--- config.mk ---
export PLATFORM = sky130hd
export DESIGN_NAME = lifo_stack_with_search
export DESIGN_NICKNAME = d
export VERILOG_FILES = /design/src/rtl/core/lstk_pkg.sv /design/src/rtl/core/lstk_ram.sv /design/src/rtl/core/lifo_stack_with_search.sv
export SDC_FILE = /design/constraint.sdc
export NUM_CORES = 1
export LEC_CHECK = 0
export BUFFER_PORTS_ARGS = -buffer_cell sky130_fd_sc_hd__buf_2
export CORE_MARGIN = 1
export CORE_UTILIZATION = 50
export CTS_BUF_LIST = sky130_fd_sc_hd__clkbuf_16
export CTS_CLUSTER_DIAMETER = 30
export DETAILED_ROUTE_END_ITERATION = 10
export PLACE_DENSITY = 0.65
export SYNTH_ARGS = -nofsm -noshare
export SYNTH_HDL_FRONTEND = slang
export SYNTH_HIERARCHICAL = 1
export SYNTH_SLANG_ARGS = --single-unit
--- constraint.sdc ---
create_clock -name clk -period 5.8 [get_ports clk]
set_clock_uncertainty 0.2 [all_clocks]
set_input_delay 1.16 -clock clk [delete_from_list [all_inputs] [get_ports clk]]
set_output_delay 1.16 -clock clk [all_outputs]
set_load 0.02 [all_outputs]
--- src/rtl/core/lstk_pkg.sv ---
package lstk_pkg;

	// operation codes carried on the slave tuser
	typedef enum logic [2:0] {
		OP_PUSH   = 3'd0,
		OP_POP    = 3'd1,
		OP_PEEK   = 3'd2,
		OP_COUNT  = 3'd3,
		OP_DUMP   = 3'd4,
		OP_SEARCH = 3'd5
	} op_t;

	// result status codes
	typedef enum logic [1:0] {
		STAT_OK       = 2'd0,
		STAT_UNDER    = 2'd1,
		STAT_OVER     = 2'd2,
		STAT_NOTFOUND = 2'd3
	} status_t;

	// field widths
	localparam int unsigned OP_W     = 3;
	localparam int unsigned WORD_W   = 32;
	localparam int unsigned NUM_W    = 5;
	localparam int unsigned OUT_W    = 40;

	// a dump emits at most this many words
	localparam int unsigned MAX_RESULTS = 16;

endpackage

--- src/rtl/core/lstk_ram.sv ---
module lstk_ram #(
	parameter int unsigned WIDTH = 32,
	parameter int unsigned DEPTH = 16
) (
	input  logic                     clk,
	input  logic                     wr_en,
	input  logic [$clog2(DEPTH)-1:0] wr_addr,
	input  logic [WIDTH-1:0]         wr_data,
	input  logic                     rd_en,
	input  logic [$clog2(DEPTH)-1:0] rd_addr,
	output logic [WIDTH-1:0]         rd_data
);

	logic [WIDTH-1:0] mem_q [DEPTH];

	// one write port, one registered read port
	always_ff @(posedge clk) begin
		if (wr_en) begin
			mem_q[wr_addr] <= wr_data;
		end
		if (rd_en) begin
			rd_data <= mem_q[rd_addr];
		end
	end

endmodule

--- src/rtl/core/lifo_stack_with_search.sv ---
// lifo stack of signed 32-bit words with search
//
// the slave channel takes one command word a cycle when s_tready is high:
// s_tuser selects the operation (push, pop, peek, count, dump, search) and
// s_tdata carries the word to push or the key to search for. the master
// channel returns result words; m_tlast marks the final result of a command.
// commands with codes six and seven are dropped and give no result.
//
// push and count answer from the accepted command, pop and peek read the top
// entry, search scans bottom first to a match or the end of the fill, and a
// dump sends min(fill, 16) words, one a cycle while the output register is free.
// search and dump read every entry through the single read port of the stack
// memory, and one comparator checks one entry a cycle. a new command is taken
// only once the previous one has put its last result in the output register.
//
// reset empties the stack; memory contents are not cleared. when the master
// side stalls, the output register holds its word and a dump waits; a search
// finishes its scan and then holds its result until the register is free.
module lifo_stack_with_search #(
	parameter int unsigned STACK_DEPTH = 16
) (
	input  logic                        clk,
	input  logic                        arst_n,
	input  logic                        s_tvalid,
	output logic                        s_tready,
	input  logic [lstk_pkg::WORD_W-1:0] s_tdata,   // [31:0] operand_value
	input  logic [lstk_pkg::OP_W-1:0]   s_tuser,   // [2:0] operation
	output logic                        m_tvalid,
	input  logic                        m_tready,
	output logic [lstk_pkg::OUT_W-1:0]  m_tdata,   // [1:0] status, [33:2] data_out,
	                                               // [38:34] number_out, [39] zero
	output logic                        m_tlast    // last_result
);

	import lstk_pkg::*;

	localparam int unsigned AW = $clog2(STACK_DEPTH);
	localparam int unsigned CW = $clog2(STACK_DEPTH + 1);

	typedef enum logic [2:0] {
		S_IDLE,
		S_TOP,
		S_DUMP,
		S_SCAN,
		S_RES
	} state_t;

	state_t              state_q;
	logic [CW-1:0]       fill_q;
	logic [CW-1:0]       lim_q;
	logic [AW-1:0]       idx_q;
	logic [WORD_W-1:0]   key_q;
	logic                pop_q;
	status_t             res_status_q;
	logic [NUM_W-1:0]    res_number_q;

	logic                m_tvalid_q;
	status_t             out_status_q;
	logic [WORD_W-1:0]   out_data_q;
	logic [NUM_W-1:0]    out_number_q;
	logic                out_last_q;

	logic                out_free;
	logic                accept;
	logic                empty;
	logic                full;
	logic                at_end;
	logic                match;
	logic [CW-1:0]       pos;
	logic [CW-1:0]       dump_n;
	op_t                 op;

	logic                wr_en;
	logic                rd_en;
	logic [AW-1:0]       rd_addr;
	logic [WORD_W-1:0]   rd_data;

	// handshake and status of the stack
	assign out_free = !m_tvalid_q || m_tready;
	assign s_tready = (state_q == S_IDLE) && out_free;
	assign accept   = s_tvalid && s_tready;
	assign op       = op_t'(s_tuser);
	assign empty    = (fill_q == '0);
	assign full     = (fill_q == CW'(STACK_DEPTH));
	assign pos      = CW'(idx_q) + CW'(1);
	assign at_end   = (pos == lim_q);
	assign match    = (rd_data == key_q);

	// dump length is capped at the result limit
	always_comb begin
		if (32'(fill_q) > 32'(MAX_RESULTS)) begin
			dump_n = CW'(MAX_RESULTS);
		end else begin
			dump_n = fill_q;
		end
	end

	// memory control
	always_comb begin
		wr_en   = 1'b0;
		rd_en   = 1'b0;
		rd_addr = '0;
		case (state_q)
			S_IDLE: begin
				if (accept) begin
					case (op)
						OP_PUSH: begin
							wr_en = !full;
						end
						OP_POP, OP_PEEK: begin
							rd_en   = !empty;
							rd_addr = AW'(fill_q - CW'(1));
						end
						OP_DUMP, OP_SEARCH: begin
							rd_en = !empty;
						end
						default: begin
							rd_en = 1'b0;
						end
					endcase
				end
			end
			S_DUMP: begin
				rd_en   = out_free && !at_end;
				rd_addr = AW'(pos);
			end
			S_SCAN: begin
				rd_en   = !match && !at_end;
				rd_addr = AW'(pos);
			end
			default: begin
				rd_en = 1'b0;
			end
		endcase
	end

	lstk_ram #(
		.WIDTH (WORD_W),
		.DEPTH (STACK_DEPTH)
	) u_store (
		.clk     (clk),
		.wr_en   (wr_en),
		.wr_addr (AW'(fill_q)),
		.wr_data (s_tdata),
		.rd_en   (rd_en),
		.rd_addr (rd_addr),
		.rd_data (rd_data)
	);

	// sequencer and output register
	always_ff @(posedge clk or negedge arst_n) begin
		if (!arst_n) begin
			state_q      <= S_IDLE;
			fill_q       <= '0;
			lim_q        <= '0;
			idx_q        <= '0;
			key_q        <= '0;
			pop_q        <= 1'b0;
			res_status_q <= STAT_OK;
			res_number_q <= '0;
			m_tvalid_q   <= 1'b0;
			out_status_q <= STAT_OK;
			out_data_q   <= '0;
			out_number_q <= '0;
			out_last_q   <= 1'b0;
		end else begin
			if (m_tready) begin
				m_tvalid_q <= 1'b0;
			end
			case (state_q)
				S_IDLE: begin
					if (accept) begin
						idx_q <= '0;
						key_q <= s_tdata;
						pop_q <= (op == OP_POP);
						out_data_q   <= '0;
						out_number_q <= '0;
						out_last_q   <= 1'b1;
						out_status_q <= STAT_OK;
						case (op)
							OP_PUSH: begin
								m_tvalid_q <= 1'b1;
								if (full) begin
									out_status_q <= STAT_OVER;
								end else begin
									fill_q <= fill_q + CW'(1);
								end
							end
							OP_POP, OP_PEEK: begin
								if (empty) begin
									m_tvalid_q   <= 1'b1;
									out_status_q <= STAT_UNDER;
								end else begin
									state_q <= S_TOP;
								end
							end
							OP_COUNT: begin
								m_tvalid_q   <= 1'b1;
								out_number_q <= NUM_W'(fill_q);
							end
							OP_DUMP: begin
								lim_q <= dump_n;
								if (empty) begin
									m_tvalid_q <= 1'b1;
								end else begin
									state_q <= S_DUMP;
								end
							end
							OP_SEARCH: begin
								lim_q <= fill_q;
								if (empty) begin
									m_tvalid_q   <= 1'b1;
									out_status_q <= STAT_NOTFOUND;
								end else begin
									state_q <= S_SCAN;
								end
							end
							default: begin
								state_q <= S_IDLE;
							end
						endcase
					end
				end
				// top word is out of the memory
				S_TOP: begin
					if (out_free) begin
						m_tvalid_q   <= 1'b1;
						out_status_q <= STAT_OK;
						out_data_q   <= rd_data;
						out_number_q <= '0;
						out_last_q   <= 1'b1;
						if (pop_q) begin
							fill_q <= fill_q - CW'(1);
						end
						state_q <= S_IDLE;
					end
				end
				// one stored word a cycle while the output register is free, bottom first
				S_DUMP: begin
					if (out_free) begin
						m_tvalid_q   <= 1'b1;
						out_status_q <= STAT_OK;
						out_data_q   <= rd_data;
						out_number_q <= '0;
						out_last_q   <= at_end;
						if (at_end) begin
							state_q <= S_IDLE;
						end else begin
							idx_q <= AW'(pos);
						end
					end
				end
				// compare one entry a cycle against the key
				S_SCAN: begin
					if (match) begin
						res_status_q <= STAT_OK;
						res_number_q <= NUM_W'(pos);
						state_q      <= S_RES;
					end else if (at_end) begin
						res_status_q <= STAT_NOTFOUND;
						res_number_q <= '0;
						state_q      <= S_RES;
					end else begin
						idx_q <= AW'(pos);
					end
				end
				S_RES: begin
					if (out_free) begin
						m_tvalid_q   <= 1'b1;
						out_status_q <= res_status_q;
						out_data_q   <= '0;
						out_number_q <= res_number_q;
						out_last_q   <= 1'b1;
						state_q      <= S_IDLE;
					end
				end
				default: begin
					state_q <= S_IDLE;
				end
			endcase
		end
	end

	// master side
	assign m_tvalid = m_tvalid_q;
	assign m_tdata  = {1'b0, out_number_q, out_data_q, out_status_q};
	assign m_tlast  = out_last_q;

endmodule
==> flow_summary.yaml <==
status:
  status: "completed"
finish:
  post-route-util: 0.619
  syn_to_final_growth_pct: 21.9
  drive_gt1_frac: 0.342
  nFillCells: 3346
  nets: 1446
  final_cell_area_um2: 30300
  layout.cells.non_filler: 2169
  antennaDiodeCount: 0
  seqCellArea_um2: 18800
  multi_input_area_um2: 5880
placed_design:
  io_buffers: 80
  gp_congestion: 0.862
  dp_cells: 1949
  postPlaceCellArea_um2: 26200
  dpl_worst_slack_ns: 1.33
  hpwl_um: 30400
clock_network:
  cts_resized: 0
  cts_tree: "done"
  clkSinkCount: 641
  numCtsBuffers: 116
  clock_latency_ns: 0.66
  hold_buffers: 0
  htree_levels: 3
  post_cts.repair.setup_buffers: 0
  cts-root-buf: "clkbuf_16"
  clkTransAtPathRegs_ns: 0.05
  clock_path_buffers: 3
worst_setup_path:
  cp-end-kind: "flip-flop"
  path_delay_family: "simple AND/OR/NAND/NOR gates"
  critPathArrivalTime_ns: 4.06
  cp_num_buf_inv: 2
  cp_slowest_cell: "nor2_4"
  crit_fanout: 25
  critical_path.cell_chain: "nor3_2 -> nand3_2 -> buf_4 -> a31o_2 -> nor2_1 -> nand3_1 -> nor2_4 -> buf_4"
  worstSetupPathType: "flip-flop to flip-flop"
  max_stage_delay_ns: 0.75
  reg2reg_depth: 8
  required_ns: 5.92
  crit_path_frequent_cell: "buf_4"
  startpoint_type: "flip-flop"
  worst-path-stages: 8
drt:
  vias: 13033
  dr.pass1.iters: 5
  top_layer: "met5"
  ant_nets: 0
  drc: 0
  wl_per_cell_um: 27.4
  dr.first_iter.drc_count: 1147
  m1WireLength_um: 25200
  wl_met3_um: 4950
  via_per_inst: 6.01
  route.met2.wl_um: 28100
  totalWireLength_um: 59500
synth:
  ys_ff_latch: 641
  synth_top_area_cell: "edfxtp_1"
  synth_cells: 1242
  synth_common_cells: "edfxtp_1, mux4_2, dfrtp_1, a22oi_1, nand2_1"
  synth_top_area_share: 0.658
  synth_edf_count: 544
  async_flop_share: 0.151
  yosysSeqAreaShare: 0.755
  synth_ff_type: "edfxtp_1"
  ys_types: 59
  ys_top_cells_by_area: "edfxtp_1, mux4_2, dfrtp_1"
  syn_area_um2: 24800
  syn_nets: 1285
  synth_warnings: 6
  yosysMostFrequentCell: "edfxtp_1"
  postSynthAreaPerCell_um2: 20.0
hold_path:
  hp-class: "flip-flop to flip-flop"
  hold_depth: 2
pwr:
  p_leak_nw: 10.5
  powerDensity_nw_per_um2: 507
  power.total_mw: 15.3
  irDropWorstVdd_mv: 0.287
grt:
  antenna_found_initial: 1
  grt_pass1_wl_um: 87300
  grt-ovfl-total: 0
  grt_pass1_vias: 13180
  grt_usage: 0.243
  grt_start_max_net_pins: 129
die:
  die_w_um: 225
  coreArea_um2: 49000
  std_cell_rows: 81
  ios: 82
  die_h_um: 225
  start_util: 0.507
  die_area_um2: 50600
sta:
  min_period_ns: 3.94
  post-route-period-util: 0.679
  setup_viol: 0
  drv_slew: 0
  rsz0062_at_grt: "no"
  setup_slack_ns: 1.86
  fin_hold_ws_ns: 0.269
  max_freq_mhz: 254
  worstMarginPinSlew_ns: 1.19
  slew_headroom: 0.209
  final.setup.tns_ns: 0
  hold_viol: 0
run:
  drv_cap: 0
==> cells by family (layout without fill, tap and decap cells) <==
group                    count (synthesis)  count (layout)  share of synthesized area
AO/OA/AOI/OAI                          154             154                     0.0474
XOR/XNOR                                47              47                     0.0171
adder cells (fa/ha/maj)                  4               4                    0.00201
buffers and inverters                   77             340                     0.0150
flip-flops                             641             641                      0.755
multiplexers                           162             162                      0.131
other                                    1               1                   0.000151
AND/OR/NAND/NOR                        156             156                     0.0315
==> cell type report <==
cell class | count | share of cell area
repair buffers | 112 | 0.0237
multi-input cells | 524 | 0.194
well taps | 664 | 0.0274
flip-flops and latches | 641 | 0.620
clock inverters | 104 | 0.0382
inverters | 8 | 0.000992
clock buffers | 116 | 0.0959
==> power breakdown <==
| group | switching, mW | leakage (nW) | total (mW) | internal (mW) |
|---|---|---|---|---|
| registers | 0.339 | 6.14 | 5.77 | 5.43 |
| logic | 1.54 | 2.36 | 2.73 | 1.19 |
| clock network | 2.36 | 1.99 | 6.84 | 4.48 |
| total | 4.24 | 10.5 | 15.3 | 11.1 |
==> worst min-delay path, cell delays in order, from the launching register on <==
cell and delay, ns:
dfrtp_1 0.33, nand2_1 0.04, o21ai_0 0.06
==> registers in the layout (all words and copies together), names as in the netlist <==
register / cells
out_number_q: 5
pop_q: 1
m_tvalid: 1
m_tlast: 1
res_number_q: 5
fill_q: 5
state_q: 3
res_status_q: 1
u_store/mem_q: 512
idx_q: 4
out_data_q: 32
lim_q: 5
out_status_q: 2
key_q: 32
u_store/rd_data: 32
==> layer usage <==
layer / vias to the layer above / track usage
met5: - / 0
met4: 2 / 0.0711
met3: 109 / 0.0596
met2: 594 / 0.375
met1: 6881 / 0.347
li1: 5447 / -
==> path summary, 6_finish.rpt <==
kind                                             endpoint  slack [ns]                   startpoint
max                        u_store/mem_q[15][9]$_DFFE_PP_        1.86       state_q[2]$_DFFE_PN0P_
max reg2reg                u_store/mem_q[15][9]$_DFFE_PP_        1.86       state_q[2]$_DFFE_PN0P_
min                           out_number_q[3]$_DFFE_PN0P_        0.27  out_number_q[3]$_DFFE_PN0P_
max in group asynchronous           key_q[13]$_DFFE_PN0P_        3.81                       arst_n
min in group asynchronous            idx_q[2]$_DFFE_PN0P_        0.38                       arst_n
min reg2reg                   out_number_q[3]$_DFFE_PN0P_        0.27  out_number_q[3]$_DFFE_PN0P_
==> layout by cell type, fill, tap and decap left out, types with 3 or more instances in the layout <==
cell        count
or3_1           3
xnor2_1         9
bufinv_16      18
nor4_1          9
nand3b_1        5
inv_1          18
mux2_2         32
nand2_1        60
a21oi_1         6
buf_2          79
mux4_2        128
ha_1            4
clkinv_4       19
edfxtp_1      544
nand2b_1        6
dfrtp_1        97
inv_6          10
clkinv_1       12
o21ai_0        18
clkinvlp_4     14
nand3_1         6
buf_4          27
clkbuf_16     116
xor2_1         37
nor2_4         14
buf_12          6
a22oi_1        69
nor3_1          4
clkinv_2       16
nor3_2          9
nor2_1         16
a22o_1         40
No activity file was read; power rests on OpenSTA's default activity.
